File: config.mk
export PLATFORM = sky130hd
export DESIGN_NAME = four_voice_square_synth_with_beep
export DESIGN_NICKNAME = d
export VERILOG_FILES = /design/src/hdl/fvsb_pkg.sv /design/src/hdl/four_voice_square_synth_with_beep.sv /design/src/hdl/fvsb_div.sv /design/src/hdl/fvsb_mul.sv
export SDC_FILE = /design/constraint.sdc
export NUM_CORES = 2
export LEC_CHECK = 0
export CORE_MARGIN = 5
export CORE_UTILIZATION = 44
export CTS_BUF_LIST = sky130_fd_sc_hd__clkbuf_8
export DETAILED_ROUTE_END_ITERATION = 8
export DONT_BUFFER_PORTS = 1
export HOLD_SLACK_MARGIN = 0.06
export PLACE_DENSITY = 0.58
export SYNTH_ARGS = -nofsm -noshare
export SYNTH_HDL_FRONTEND = slang
export SYNTH_SLANG_ARGS = --single-unit
File: constraint.sdc
create_clock -name clk -period 11.8 [get_ports clk]
set_input_delay 2.95 -clock clk [delete_from_list [all_inputs] [get_ports clk]]
set_output_delay 2.95 -clock clk [all_outputs]
set_load 0.05 [all_outputs]
File: src/hdl/fvsb_pkg.sv
// Shared types, codes and constants for the four-voice square synthesizer.
package fvsb_pkg;

    typedef enum logic [2:0] {
        ST_IDLE,
        ST_DIV,
        ST_SUM,
        ST_MULA,
        ST_MULB,
        ST_ACC,
        ST_OUT
    } state_t;

    typedef enum logic [1:0] {
        CMD_TICK  = 2'd0,
        CMD_START = 2'd1,
        CMD_STOP  = 2'd2,
        CMD_BEEP  = 2'd3
    } cmd_t;

    localparam logic [1:0] KIND_DATA = 2'd0;
    localparam logic [1:0] KIND_END  = 2'd2;
    localparam logic [1:0] WORD_TAG  = 2'b11;

    localparam logic [2:0] REG_MUTE             = 3'd0;
    localparam logic [2:0] REG_PHASE_PER_SAMPLE = 3'd1;
    localparam logic [2:0] REG_SAMPLES_PER_WORD = 3'd2;
    localparam logic [2:0] REG_FILTER_COEF      = 3'd3;
    localparam logic [2:0] REG_BEEP_INCREMENT   = 3'd4;
    localparam logic [2:0] REG_BEEP_SAMPLES     = 3'd5;

    localparam logic [31:0] RST_PHASE_PER_SAMPLE = 32'd676691285;
    localparam logic [15:0] RST_SAMPLES_PER_WORD = 16'd800;
    localparam logic [16:0] RST_FILTER_COEF      = 17'd1337;
    localparam logic [31:0] RST_BEEP_INCREMENT   = 32'd89478485;
    localparam logic [15:0] RST_BEEP_SAMPLES     = 16'd7200;

    localparam int DIV_NUM_W = 40;
    localparam int DIV_DEN_W = 17;
    localparam int DIV_CNT_W = 6;
    localparam int STEP_W    = 31;
    localparam int PHASE_W   = 32;
    localparam int VOL_W     = 13;
    localparam int SUM_W     = 16;
    localparam int ACC_W     = 34;
    localparam int MUL_X_W   = 34;
    localparam int MUL_Y_W   = 18;
    localparam int PROD_W    = 52;
    localparam int MUSIC_W   = 18;
    localparam int AUDIO_W   = 19;

    localparam logic [DIV_NUM_W-1:0] DIV_LIMIT = 40'h00_4000_0000;
    localparam logic [DIV_CNT_W-1:0] DIV_LAST  = 6'd39;

    localparam logic [16:0] COEF_ONE = 17'd65536;
    localparam logic signed [ACC_W-1:0] ACC_ROUND = 34'sd65535;
    localparam logic signed [AUDIO_W-1:0] BEEP_POS = 19'sd6000;
    localparam logic signed [AUDIO_W-1:0] BEEP_NEG = -19'sd6000;
    localparam logic signed [AUDIO_W-1:0] SAT_POS  = 19'sd32767;
    localparam logic signed [AUDIO_W-1:0] SAT_NEG  = -19'sd32767;

    typedef struct packed {
        logic start;
    } div_ctrl_t;

    typedef struct packed {
        logic done;
        logic fits;
    } div_stat_t;

    function automatic logic [VOL_W-1:0] volume_of(input logic [2:0] code);
        logic [VOL_W-1:0] v;
        case (code)
            3'd0:    v = 13'd1000;
            3'd1:    v = 13'd2000;
            3'd2:    v = 13'd3000;
            3'd3:    v = 13'd4000;
            3'd4:    v = 13'd5000;
            3'd5:    v = 13'd6000;
            3'd6:    v = 13'd7000;
            default: v = 13'd8000;
        endcase
        return v;
    endfunction

endpackage

File: src/hdl/four_voice_square_synth_with_beep.sv
// Top level: sequencer, voice state, filter, beep and output register.
//
// Input channel (in_valid/in_stall) takes one command per transaction.
// Start music, stop music and start beep act at once and produce no result.
// A sample tick produces exactly one output transaction (sample, word_taken,
// music_active) on the out_valid/out_stall channel.
// A tick steps through the sum, first multiply, second multiply, accumulate
// and output states before its result is registered; a tick that takes a
// pitch word of value 2 or more first waits in the divide state, where the
// restoring divider resolves one quotient bit per cycle. A tick while music
// is stopped, or one that takes an end word, goes straight to the output
// state. One shared multiplier forms the two filter products in consecutive
// cycles. in_stall stays high while a tick is in progress; a new command is
// taken only in the idle state, from the cycle after the result is registered.
// The output register holds a result until taken; while it is full and out_stall
// is high the finished tick waits and no new command enters.
// Configuration writes (cfg_valid/cfg_ready, always ready) go straight into their registers.
// Reset (rst_n low, asynchronous) stops music, clears voices, filter and beep
// state, and loads the default register values.
module four_voice_square_synth_with_beep
    import fvsb_pkg::*;
#(
    parameter int VOICE_COUNT = 4
)
(
    input  logic               clk,
    input  logic               rst_n,
    input  logic               in_valid,
    output logic               in_stall,
    input  logic [1:0]         cmd,
    input  logic [17:0]        word,
    input  logic [1:0]         word_kind,
    output logic               out_valid,
    input  logic               out_stall,
    output logic signed [15:0] sample,
    output logic               word_taken,
    output logic               music_active,
    input  logic               cfg_valid,
    output logic               cfg_ready,
    input  logic [2:0]         cfg_index,
    input  logic [31:0]        cfg_data
);

    state_t state_reg, state_next;

    logic        mute_reg, mute_next;
    logic [31:0] pps_reg, pps_next;
    logic [15:0] spw_reg, spw_next;
    logic [16:0] coef_reg, coef_next;
    logic [31:0] binc_reg, binc_next;
    logic [15:0] bsamp_reg, bsamp_next;

    logic [PHASE_W-1:0] phase_reg [VOICE_COUNT];
    logic [PHASE_W-1:0] phase_next [VOICE_COUNT];
    logic [STEP_W-1:0]  step_reg [VOICE_COUNT];
    logic [STEP_W-1:0]  step_next [VOICE_COUNT];
    logic [VOL_W-1:0]   vol_reg [VOICE_COUNT];
    logic [VOL_W-1:0]   vol_next [VOICE_COUNT];

    logic [1:0]  top_reg, top_next;
    logic [1:0]  cur_reg, cur_next;
    logic        chord_reg, chord_next;
    logic [15:0] wsl_reg, wsl_next;
    logic signed [ACC_W-1:0] acc_reg, acc_next;
    logic        running_reg, running_next;
    logic [15:0] bleft_reg, bleft_next;
    logic [31:0] bphase_reg, bphase_next;
    logic        taken_reg, taken_next;

    logic signed [SUM_W-1:0]  sum_reg, sum_next;
    logic signed [PROD_W-1:0] prod_a_reg, prod_a_next;

    logic        out_valid_reg, out_valid_next;
    logic signed [15:0] sample_reg, sample_next;
    logic        word_taken_reg, word_taken_next;
    logic        music_active_reg, music_active_next;

    div_ctrl_t             div_ctrl;
    div_stat_t             div_stat;
    logic [STEP_W-1:0]     div_quotient;
    logic [DIV_NUM_W-1:0]  div_num;
    logic [DIV_DEN_W-1:0]  div_den;

    logic signed [MUL_X_W-1:0] mul_x;
    logic signed [MUL_Y_W-1:0] mul_y;
    logic signed [PROD_W-1:0]  mul_product;

    logic [16:0]               coef_sat;
    logic                      clear_music;
    logic                      write_step;
    logic [STEP_W-1:0]         step_value;
    logic [1:0]                top_sel;
    logic                      run_after;
    logic signed [SUM_W-1:0]   sum_acc;
    logic signed [PROD_W-1:0]  acc_wide;
    logic signed [ACC_W-1:0]   acc_adj;
    logic signed [MUSIC_W-1:0] music;
    logic [31:0]               bphase_new;
    logic signed [AUDIO_W-1:0] audio;

    fvsb_div u_div (
        .clk      (clk),
        .rst_n    (rst_n),
        .ctrl     (div_ctrl),
        .num      (div_num),
        .den      (div_den),
        .stat     (div_stat),
        .quotient (div_quotient)
    );

    fvsb_mul u_mul (
        .clk     (clk),
        .x       (mul_x),
        .y       (mul_y),
        .product (mul_product)
    );

    assign coef_sat  = (coef_reg > COEF_ONE) ? COEF_ONE : coef_reg;
    assign div_num   = {pps_reg, 8'd0};
    assign div_den   = {word[14:0], 2'b10};
    assign in_stall  = (state_reg != ST_IDLE);
    assign cfg_ready = 1'b1;

    always_comb
    begin
        state_next        = state_reg;
        mute_next         = mute_reg;
        pps_next          = pps_reg;
        spw_next          = spw_reg;
        coef_next         = coef_reg;
        binc_next         = binc_reg;
        bsamp_next        = bsamp_reg;
        phase_next        = phase_reg;
        step_next         = step_reg;
        vol_next          = vol_reg;
        top_next          = top_reg;
        cur_next          = cur_reg;
        chord_next        = chord_reg;
        wsl_next          = wsl_reg;
        acc_next          = acc_reg;
        running_next      = running_reg;
        bleft_next        = bleft_reg;
        bphase_next       = bphase_reg;
        taken_next        = taken_reg;
        sum_next          = sum_reg;
        prod_a_next       = prod_a_reg;
        out_valid_next    = out_valid_reg;
        sample_next       = sample_reg;
        word_taken_next   = word_taken_reg;
        music_active_next = music_active_reg;
        div_ctrl.start    = 1'b0;
        mul_x             = '0;
        mul_y             = '0;
        clear_music       = 1'b0;
        write_step        = 1'b0;
        step_value        = '0;
        top_sel           = (word[13:12] > 2'(VOICE_COUNT - 1)) ? 2'(VOICE_COUNT - 1)
                                                                 : word[13:12];
        run_after         = running_reg;
        sum_acc           = '0;
        acc_wide          = prod_a_reg + (mul_product <<< 16);
        acc_adj           = acc_reg + (acc_reg[ACC_W-1] ? ACC_ROUND : '0);
        music             = running_reg ? MUSIC_W'(acc_adj >>> 16) : '0;
        bphase_new        = bphase_reg + binc_reg;
        audio             = AUDIO_W'(music);

        if (cfg_valid)
        begin
            unique case (cfg_index)
                REG_MUTE:             mute_next  = cfg_data[0];
                REG_PHASE_PER_SAMPLE: pps_next   = cfg_data;
                REG_SAMPLES_PER_WORD: spw_next   = cfg_data[15:0];
                REG_FILTER_COEF:      coef_next  = cfg_data[16:0];
                REG_BEEP_INCREMENT:   binc_next  = cfg_data;
                REG_BEEP_SAMPLES:     bsamp_next = cfg_data[15:0];
                default:              ;
            endcase
        end

        if (out_valid_reg && !out_stall)
        begin
            out_valid_next = 1'b0;
        end

        unique case (state_reg)
            ST_IDLE:
            begin
                if (in_valid)
                begin
                    unique case (cmd_t'(cmd))
                        CMD_START:
                        begin
                            clear_music  = 1'b1;
                            acc_next     = '0;
                        end
                        CMD_STOP:
                        begin
                            clear_music  = 1'b1;
                        end
                        CMD_BEEP:
                        begin
                            bleft_next = bsamp_reg;
                        end
                        CMD_TICK:
                        begin
                            taken_next = 1'b0;
                            state_next = running_reg ? ST_SUM : ST_OUT;
                            if (running_reg && wsl_reg == '0)
                            begin
                                taken_next = 1'b1;
                                if (word_kind == KIND_END)
                                begin
                                    clear_music = 1'b1;
                                    run_after   = 1'b0;
                                    state_next  = ST_OUT;
                                end
                                else
                                begin
                                    wsl_next = (spw_reg == '0) ? 16'd1 : spw_reg;
                                    if (word_kind == KIND_DATA && word[17:16] == WORD_TAG)
                                    begin
                                        if (word[15])
                                        begin
                                            if (word[14:0] >= 15'd2)
                                            begin
                                                div_ctrl.start = 1'b1;
                                                state_next     = ST_DIV;
                                            end
                                            else
                                            begin
                                                write_step = 1'b1;
                                            end
                                        end
                                        else
                                        begin
                                            chord_next = word[14];
                                            top_next   = top_sel;
                                            cur_next   = top_sel;
                                            for (int i = 0; i < VOICE_COUNT; i++)
                                            begin
                                                vol_next[i] = volume_of(word[11-3*i -: 3]);
                                            end
                                        end
                                    end
                                end
                            end
                        end
                    endcase
                end
            end
            ST_DIV:
            begin
                if (div_stat.done)
                begin
                    write_step = 1'b1;
                    step_value = div_stat.fits ? div_quotient : '0;
                    state_next = ST_SUM;
                end
            end
            ST_SUM:
            begin
                for (int i = 0; i < VOICE_COUNT; i++)
                begin
                    if (step_reg[i] != '0)
                    begin
                        if (phase_reg[i][30])
                        begin
                            sum_acc = sum_acc - SUM_W'(vol_reg[i]);
                        end
                        else
                        begin
                            sum_acc = sum_acc + SUM_W'(vol_reg[i]);
                        end
                        phase_next[i] = phase_reg[i] + PHASE_W'(step_reg[i]);
                    end
                end
                sum_next   = sum_acc;
                wsl_next   = wsl_reg - 16'd1;
                state_next = ST_MULA;
            end
            ST_MULA:
            begin
                mul_x      = acc_reg;
                mul_y      = signed'({1'b0, COEF_ONE - coef_sat});
                state_next = ST_MULB;
            end
            ST_MULB:
            begin
                mul_x       = MUL_X_W'(sum_reg);
                mul_y       = signed'({1'b0, coef_sat});
                prod_a_next = mul_product;
                state_next  = ST_ACC;
            end
            ST_ACC:
            begin
                acc_next   = ACC_W'(acc_wide >>> 16);
                state_next = ST_OUT;
            end
            ST_OUT:
            begin
                if (!out_valid_reg || !out_stall)
                begin
                    if (bleft_reg != '0)
                    begin
                        bphase_next = bphase_new;
                        bleft_next  = bleft_reg - 16'd1;
                        audio       = audio + (bphase_new[31] ? BEEP_NEG : BEEP_POS);
                    end
                    if (audio > SAT_POS)
                    begin
                        audio = SAT_POS;
                    end
                    else if (audio < SAT_NEG)
                    begin
                        audio = SAT_NEG;
                    end
                    sample_next       = mute_reg ? '0 : 16'(audio);
                    word_taken_next   = taken_reg;
                    music_active_next = running_reg;
                    out_valid_next    = 1'b1;
                    state_next        = ST_IDLE;
                end
            end
            default:
            begin
                state_next = ST_IDLE;
            end
        endcase

        if (write_step)
        begin
            for (int i = 0; i < VOICE_COUNT; i++)
            begin
                if (2'(i) == cur_reg)
                begin
                    step_next[i] = step_value;
                end
            end
            if (!chord_reg)
            begin
                cur_next = (cur_reg == 2'd0) ? top_reg : cur_reg - 2'd1;
            end
        end

        if (clear_music)
        begin
            for (int i = 0; i < VOICE_COUNT; i++)
            begin
                phase_next[i] = '0;
                step_next[i]  = '0;
                vol_next[i]   = '0;
            end
            top_next     = '0;
            cur_next     = '0;
            chord_next   = 1'b0;
            wsl_next     = '0;
            running_next = run_after && (cmd_t'(cmd) == CMD_START);
        end
        if (state_reg == ST_IDLE && in_valid && cmd_t'(cmd) == CMD_START)
        begin
            running_next = 1'b1;
        end
    end

    always_ff @(posedge clk or negedge rst_n)
    begin
        if (!rst_n)
        begin
            state_reg        <= ST_IDLE;
            mute_reg         <= 1'b0;
            pps_reg          <= RST_PHASE_PER_SAMPLE;
            spw_reg          <= RST_SAMPLES_PER_WORD;
            coef_reg         <= RST_FILTER_COEF;
            binc_reg         <= RST_BEEP_INCREMENT;
            bsamp_reg        <= RST_BEEP_SAMPLES;
            for (int i = 0; i < VOICE_COUNT; i++)
            begin
                phase_reg[i] <= '0;
                step_reg[i]  <= '0;
                vol_reg[i]   <= '0;
            end
            top_reg          <= '0;
            cur_reg          <= '0;
            chord_reg        <= 1'b0;
            wsl_reg          <= '0;
            acc_reg          <= '0;
            running_reg      <= 1'b0;
            bleft_reg        <= '0;
            bphase_reg       <= '0;
            out_valid_reg    <= 1'b0;
        end
        else
        begin
            state_reg        <= state_next;
            mute_reg         <= mute_next;
            pps_reg          <= pps_next;
            spw_reg          <= spw_next;
            coef_reg         <= coef_next;
            binc_reg         <= binc_next;
            bsamp_reg        <= bsamp_next;
            phase_reg        <= phase_next;
            step_reg         <= step_next;
            vol_reg          <= vol_next;
            top_reg          <= top_next;
            cur_reg          <= cur_next;
            chord_reg        <= chord_next;
            wsl_reg          <= wsl_next;
            acc_reg          <= acc_next;
            running_reg      <= running_next;
            bleft_reg        <= bleft_next;
            bphase_reg       <= bphase_next;
            out_valid_reg    <= out_valid_next;
        end
    end

    always_ff @(posedge clk)
    begin
        taken_reg        <= taken_next;
        sum_reg          <= sum_next;
        prod_a_reg       <= prod_a_next;
        sample_reg       <= sample_next;
        word_taken_reg   <= word_taken_next;
        music_active_reg <= music_active_next;
    end

    assign out_valid    = out_valid_reg;
    assign sample       = sample_reg;
    assign word_taken   = word_taken_reg;
    assign music_active = music_active_reg;

`ifndef ASSERT_OFF
    a_out_from_out_state: assert property (@(posedge clk) disable iff (!rst_n)
        $rose(out_valid) |-> $past(state_reg == ST_OUT))
        else $error("result appeared outside the output state");

    a_div_done_in_div: assert property (@(posedge clk) disable iff (!rst_n)
        div_stat.done |-> state_reg == ST_DIV)
        else $error("divider finished while sequencer not waiting");

    a_div_start_enters_div: assert property (@(posedge clk) disable iff (!rst_n)
        div_ctrl.start |=> state_reg == ST_DIV)
        else $error("divider started without sequencer entering divide");
`endif

endmodule

File: src/hdl/fvsb_div.sv
// Restoring divider, one quotient bit per cycle, for voice pitch steps.
module fvsb_div
    import fvsb_pkg::*;
(
    input  logic                 clk,
    input  logic                 rst_n,
    input  div_ctrl_t            ctrl,
    input  logic [DIV_NUM_W-1:0] num,
    input  logic [DIV_DEN_W-1:0] den,
    output div_stat_t            stat,
    output logic [STEP_W-1:0]    quotient
);

    logic [DIV_NUM_W-1:0] quo_reg, quo_next;
    logic [DIV_DEN_W-1:0] rem_reg, rem_next;
    logic [DIV_DEN_W-1:0] den_reg, den_next;
    logic [DIV_CNT_W-1:0] cnt_reg, cnt_next;
    logic                 busy_reg, busy_next;
    logic                 done_reg, done_next;

    logic [DIV_DEN_W:0]   trial;
    logic [DIV_DEN_W:0]   diff;
    logic                 ge;

    always_comb
    begin
        trial     = {rem_reg, quo_reg[DIV_NUM_W-1]};
        diff      = trial - {1'b0, den_reg};
        ge        = (trial >= {1'b0, den_reg});
        quo_next  = quo_reg;
        rem_next  = rem_reg;
        den_next  = den_reg;
        cnt_next  = cnt_reg;
        busy_next = busy_reg;
        done_next = 1'b0;
        if (ctrl.start)
        begin
            quo_next  = num;
            rem_next  = '0;
            den_next  = den;
            cnt_next  = '0;
            busy_next = 1'b1;
        end
        else if (busy_reg)
        begin
            quo_next = {quo_reg[DIV_NUM_W-2:0], ge};
            rem_next = ge ? diff[DIV_DEN_W-1:0] : trial[DIV_DEN_W-1:0];
            cnt_next = cnt_reg + 1'b1;
            if (cnt_reg == DIV_LAST)
            begin
                busy_next = 1'b0;
                done_next = 1'b1;
            end
        end
    end

    always_ff @(posedge clk or negedge rst_n)
    begin
        if (!rst_n)
        begin
            cnt_reg  <= '0;
            busy_reg <= 1'b0;
            done_reg <= 1'b0;
        end
        else
        begin
            cnt_reg  <= cnt_next;
            busy_reg <= busy_next;
            done_reg <= done_next;
        end
    end

    always_ff @(posedge clk)
    begin
        quo_reg <= quo_next;
        rem_reg <= rem_next;
        den_reg <= den_next;
    end

    assign stat.done = done_reg;
    assign stat.fits = (quo_reg[DIV_NUM_W-1:STEP_W-1] == '0)
                    || (quo_reg == DIV_LIMIT && rem_reg == '0);
    assign quotient  = quo_reg[STEP_W-1:0];

endmodule

File: src/hdl/fvsb_mul.sv
// Shared signed multiplier with a registered product for the filter.
module fvsb_mul
    import fvsb_pkg::*;
(
    input  logic                       clk,
    input  logic signed [MUL_X_W-1:0]  x,
    input  logic signed [MUL_Y_W-1:0]  y,
    output logic signed [PROD_W-1:0]   product
);

    logic signed [PROD_W-1:0] product_reg, product_next;

    always_comb
    begin
        product_next = x * y;
    end

    always_ff @(posedge clk)
    begin
        product_reg <= product_next;
    end

    assign product = product_reg;

endmodule
Yosys cells after proc, flatten, opt, wreduce, memory -nomap -nowiden
Index checks and enable logic that the tools add are counted.
{"block": "totals", "inputBits": 62, "register_bits": 741, "out_inout_bits": 21}
{"block": "classes", "magnitude_cmp": 6, "mux": 147, "n_reduce_logical": 74, "addsub": 21, "n_mul": 1, "eq_ne": 58}
{"cell": "2-to-1 mux 52 bit", "n": 8}
{"cell": "2-to-1 mux 16 bit", "n": 23}
{"cell": "case mux 13 bit (7 select lines)", "n": 4}
{"cell": "2-to-1 mux 128 bit", "n": 2}
{"cell": "2-to-1 mux 124 bit", "n": 2}
{"cell": "2-to-1 mux 31 bit", "n": 7}
{"cell": "case mux 34 bit (2 select lines)", "n": 2}
{"cell": "adder 32 x 31 -> 32 bit", "n": 4}
{"cell": "2-to-1 mux 32 bit", "n": 4}
{"cell": "nonzero test 31 bit", "n": 4}
{"cell": "2-to-1 mux 40 bit", "n": 2}
{"cell": "2-to-1 mux 19 bit", "n": 4}
{"cell": "2-to-1 mux 34 bit", "n": 2}
{"cell": "case mux 16 bit (2 select lines)", "n": 2}
{"cell": "== test 3 bit, second input constant", "n": 17}
{"cell": "adder 50 bit", "n": 1}
{"cell": "multiplier 34 x 18 -> 50 bit", "n": 1}
{"cell": "adder 16 x 13 -> 16 bit", "n": 3}
{"cell": "subtractor 16 x 13 -> 16 bit", "n": 3}
{"cell": "2-to-1 mux 1 bit", "n": 45}
{"cell": "== test 40 x 31 -> 1 bit, second input constant", "n": 1}
{"cell": "2-to-1 mux 2 bit", "n": 20}
{"cell": "nonzero test 2 bit", "n": 19}
{"cell": "== test 3 x 2 -> 1 bit, second input constant", "n": 12}
{"cell": "49 further kinds", "n": 115}

Logic depth before layout (Yosys ltp)
{"block": "logic_depth", "word_depth": 15, "mapped_depth": 36, "mapped_depth_nobuf": 34}

Hierarchy
Synthesis repeated with hierarchy kept, for this count alone.
{"block": "hier_totals", "cells_unflattened": 6831, "hier_area_um2": 63060.5}
{"module": "four_voice_square_synth_with_beep", "area_per_inst_um2": 36495.0, "cells_each": 4010, "instances": 1}
{"module": "fvsb_mul", "area_per_inst_um2": 21918.5, "cells_each": 2418, "instances": 1}
{"module": "fvsb_div", "area_per_inst_um2": 4647.0, "cells_each": 403, "instances": 1}

Least setup slack after synthesis
No wires, ideal clock.
{"block": "synth_path", "path_kind": "register to register", "from": "register state_reg[1]", "to": "register u_mul.product_reg[49], in the netlist u_mul.product[49]", "arrival_ps": 8466, "path_slack_ps": 3206, "path_buffers": 2, "t_required_ps": 11673, "period_less_slack_ps": 8594, "stages_incl_launch_ff": 30, "path_cell_list": "dfrtp_1 or3b_1 clkinv_1 clkbuf_1 buf_1 a22oi_1 nor2_1 fa_1 inv_1 fa_1 fa_1 inv_1 fa_1 fa_1 inv_1 fa_1 inv_1 ha_1 a41oi_1 o21ai_0 a21oi_1 o21bai_1 a41oi_1 o21a_1 nor3_1 a211oi_1 a311oi_1 a21oi_1 nor4b_1 nor4_1"}
{"block": "synth_via", "elab_chain_cells": 3, "elab_cells_between_ends": 5, "classes_between": "mul (1); eq/ne (2); mux (2)"}
{"item": "from (decl)", "line": "four_voice_square_synth_with_beep.sv:44", "text": "state_t state_reg, state_next;"}
{"item": "from (signal assigned)", "line": "four_voice_square_synth_with_beep.sv:394", "text": "state_reg <= state_next;"}
{"item": "== test 3 bit / == test 3 x 2 -> 1 bit (equally long branches)", "line": "four_voice_square_synth_with_beep.sv:185", "text": "unique case (state_reg)"}
{"item": "case mux 34 bit (2 select lines) / case mux 17 bit (2 select lines) (equally long branches)", "line": "four_voice_square_synth_with_beep.sv:185"}
{"item": "multiplier 34 x 18 -> 50 bit (*)", "line": "fvsb_mul.sv:15", "text": "product_next = x * y;"}
{"item": "net u_mul.product_next[49]", "line": "fvsb_mul.sv:11", "text": "logic signed [PROD_W-1:0] product_reg, product_next;"}
{"item": "to (signal assigned)", "line": "fvsb_mul.sv:20", "text": "product_reg <= product_next;"}
{"item": "to (decl)", "line": "fvsb_mul.sv:11"}
The timed path passes the listed nets; every way through them passes the cells marked *.
A chain may end at the register's enable or synchronous reset.

Worst setup path in the final report
{"block": "layout_path", "from": "register coef_reg[1]", "to": "register u_mul.product_reg[49], in the netlist u_mul.product[49]"}
{"block": "layout_via", "elab_chain_cells": 5}
{"item": "from (decl)", "line": "four_voice_square_synth_with_beep.sv:49", "text": "logic [16:0] coef_reg, coef_next;"}
{"item": "from (signal assigned)", "line": "four_voice_square_synth_with_beep.sv:398", "text": "coef_reg <= coef_next;"}
{"item": "> comparator 17 bit", "line": "four_voice_square_synth_with_beep.sv:118", "text": "assign coef_sat = (coef_reg > COEF_ONE) ? COEF_ONE : coef_reg;"}
{"item": "2-to-1 mux 17 bit (*)", "line": "four_voice_square_synth_with_beep.sv:118"}
{"item": "subtractor 17 bit", "line": "four_voice_square_synth_with_beep.sv:284", "text": "mul_y = signed'({1'b0, COEF_ONE - coef_sat});"}
{"item": "case mux 17 bit (2 select lines) (*)", "line": "four_voice_square_synth_with_beep.sv:185"}
{"item": "multiplier 34 x 18 -> 50 bit (*)", "line": "fvsb_mul.sv:15"}
{"item": "net u_mul.product_next[49]", "line": "fvsb_mul.sv:11"}
Marked as above.

==> run metrics <==
run status finished, violations left; failing checks max-slew violations; Max Cap Violations 0; total vias in the final route 47632; FMAX roughly 0.098 GHz; number of H-tree levels 3; total half-perimeter wirelength after legalization and detailed placement 129000 um; Die Height about 380 um; count of flip-flops with a built-in enable after synthesis 113; Resized Gates After CTS 0; layout net count 7586; area of the core region about 0.14 mm^2; die outline area roughly 0.14 mm^2; share of the cycle needed by the critical path after routing 86.9%; delay contributed by the slowest stage of the critical path slightly above 800 ps; post-synth top area share between 10% and 20%; Final Hold Vio Count 0; synthesized netlist net count ~7700; Avg Inst Size Synth between 8 and 9 um^2; transition time at the pin with the least slew margin approximately 1600 ps; cell depth of the worst min-delay path 0; worst path required time around 12000 ps; CP max-delay cell o31a_1; I/O pin cnt 83; count of synthesis-stage warnings from yosys 0; wire length of the first global-routing pass 275000 um; Distinct cells, synth 90; Routed WL per cell between 20 and 25 um; drc violations 0; number of optimization iterations in the first detailed-route pass 6; number of setup buffers added after CTS 0; category of the critical setup timing path register to register; unrepaired setup endpoints after global routing no; worst supply voltage drop on vdd around 0.00016 V; biggest area contributors in the synthesized netlist dfrtp_1, fa_1, ha_1, edfxtp_1, nand2_1; maximum clock insertion buffer count 3; Tot GR Track Use between 20% and 30%; CTS tree done; pin count of the biggest net entering global routing a little over 500; vias in the first global route ~47000; arrival time worst endpoint approximately 11000 ps; Cell Rows between 100 and 150; P&R area growth vs syn 7.40%; CTS sink count about 700; IO Port Bufs 0; source-to-sink clock delay at the later pin of the worst-skew pair between 700 and 800 ps; synthesized instance count roughly 6700; total clock buffers created by CTS between 100 and 150; Slew Limit Headroom -9.12%; DRT iter0 DRCs roughly 4000; CTS Hold Buffers Added 0; most prevalent standard cell on the critical path fa_1; average via count per standard cell about 5.6; Remaining Overflow, GRT 0; startpoint kind of the worst setup timing path register; Layout Skew ~63 ps; final setup TNS 0 ps; number of cell instances on the worst register-to-register path 32; clock slew at the register clock pins of the worst setup and hold paths 80 ps; largest driver fanout on the critical path 17; final count of pins violating max slew approximately 180; sequential-to-total area share from yosys stat 29.5%; Routed WL between 150000 and 200000 um; CTS Root Buffer Type clkbuf_8; path category of the worst min-delay check register to register; post-layout power ~14000 uW; Setup violations, final 0; most used flip-flop cell after synthesis dfrtp_1; post-detailed-route count of antenna-violating nets 0; layout cell share with drive strength beyond 1 under 10%; area leader, netlist dfrtp_1; starting utilization of the core area approximately 44%; netlist area before placement 0.0601 mm^2; Horiz. Die Dim about 380 um; kind of end point of the critical path register; cell leakage power a little over 0.03 uW; Async SR Flop Fraction approximately 73%; pwr/cell area 210 mW/mm^2; #FFs+latches synth around 700; Final Wtd Congestion just under 0.9; minimum clock period roughly 10000 ps; antenna violations before repair 10
==> cells in the final DEF, fill, tap and decap left out, types with 32 or more instances in the layout <==
cell type / instances
nand2_1: 767
xor2_1: 118
dfxtp_1: 75
clkbuf_8: 135
a21o_1: 139
o31ai_1: 43
nor2_1: 584
o21ai_0: 484
ha_1: 395
buf_4: 68
nor4_1: 58
o21a_1: 67
inv_1: 780
nand3_1: 281
mux2_2: 126
dfstp_2: 43
or3_1: 32
fa_1: 547
nor2b_1: 37
a31oi_1: 34
a21oi_1: 367
dfrtp_1: 467
xnor2_1: 186
nand4_1: 39
nor3_1: 106
nand2b_1: 71
a211oi_1: 45
edfxtp_1: 113
and2_1: 37
==> final cells by class <==
cell class                 instances  area, um^2
timing repair buffer              68         510
sequential                       699       17700
multi-input combinational       4952       38600
clock inverter                    83         759
fill                           13087       71100
tap                             1781        2230
clock buffer                     135        1860
inverter                         747        2800
antenna                            3        7.51
==> cell usage after synthesis (39+ instances only) <==
| library cell | instances |
|---|---|
| nand2_1 | 768 |
| xor2_1 | 118 |
| xnor2_1 | 186 |
| o21ai_0 | 486 |
| ha_1 | 395 |
| nor3_1 | 110 |
| dfxtp_1 | 75 |
| dfstp_2 | 43 |
| a211oi_1 | 45 |
| mux2_2 | 126 |
| nand2b_1 | 72 |
| o21a_1 | 67 |
| inv_1 | 744 |
| nand4_1 | 39 |
| edfxtp_1 | 113 |
| nor2_1 | 589 |
| nor4_1 | 59 |
| fa_1 | 547 |
| a21o_1 | 140 |
| dfrtp_1 | 468 |
| clkbuf_1 | 252 |
| o31ai_1 | 43 |
| a21oi_1 | 373 |
| nand3_1 | 282 |
==> final timing paths <==
kind,slack (ps),start,endpoint
max in group asynchronous,8600,rst_n,acc_reg[3]
hold / removal,390,u_mul.product[39],prod_a_reg[39]
setup reg to reg,1550,coef_reg[1],u_mul.product[49]
min in group asynchronous,1890,rst_n,phase_reg[69]
hold reg to reg,390,u_mul.product[39],prod_a_reg[39]
setup / recovery,1550,coef_reg[1],u_mul.product[49]
==> through the flow <==
stage          std cells  setup slack, ps  area, um^2  hold slack, ps  utilization (%)
3_3_place_gp        8247             1820       61900             390             45.7
4_1_cts             8465             1630       64500             398             47.6
2_1_floorplan       6685             3210       60100             386                -
6_report            8468             1550       64600             390             47.6
3_5_place_dp        8247             1760       61900             390             45.7
5_1_grt             8466              956       64500             411             47.6
==> routing by layer <==
metal | GRT usage (%) | share of wire (%)
met1 | 34.7 | 46
met2 | 38.2 | 45
met3 | 3.85 | 6.9
met4 | 5.96 | 2.4
met5 | 0 | 0
==> where the power goes <==
part	total, uW	internal, uW	switching [uW]
sequential	4050	3270	781
clock	2420	1340	1080
combinational	7110	2730	4380
total	13600	7330	6250
==> cells by family (layout without fill, tap and decap cells) <==
| family | count (synthesis) | after routing | synth area share (%) |
|---|---|---|---|
| DFF | 699 | 699 | 29.5 |
| xor gates and xnor gates | 304 | 304 | 4.43 |
| other | 1 | 4 | 0.00624 |
| and+or+nand+nor | 2134 | 2134 | 16.0 |
| AOI/OAI and AO/OA | 1414 | 1414 | 14.3 |
| adders and majority gates | 942 | 942 | 26.4 |
| buffers and inverters | 1034 | 1033 | 6.48 |
| muxes | 157 | 157 | 2.88 |
==> worst max-delay path, delay by kind of cell, from the launching register on <==
| family | cells | cell delay, ps |
|---|---|---|
| simple gates | 7 | 1650 |
| compound gates | 13 | 4380 |
| fa+ha+maj | 7 | 3340 |
| flops | 1 | 440 |
| buf+inv | 5 | 260 |
(Power assumes the default switching activity.)
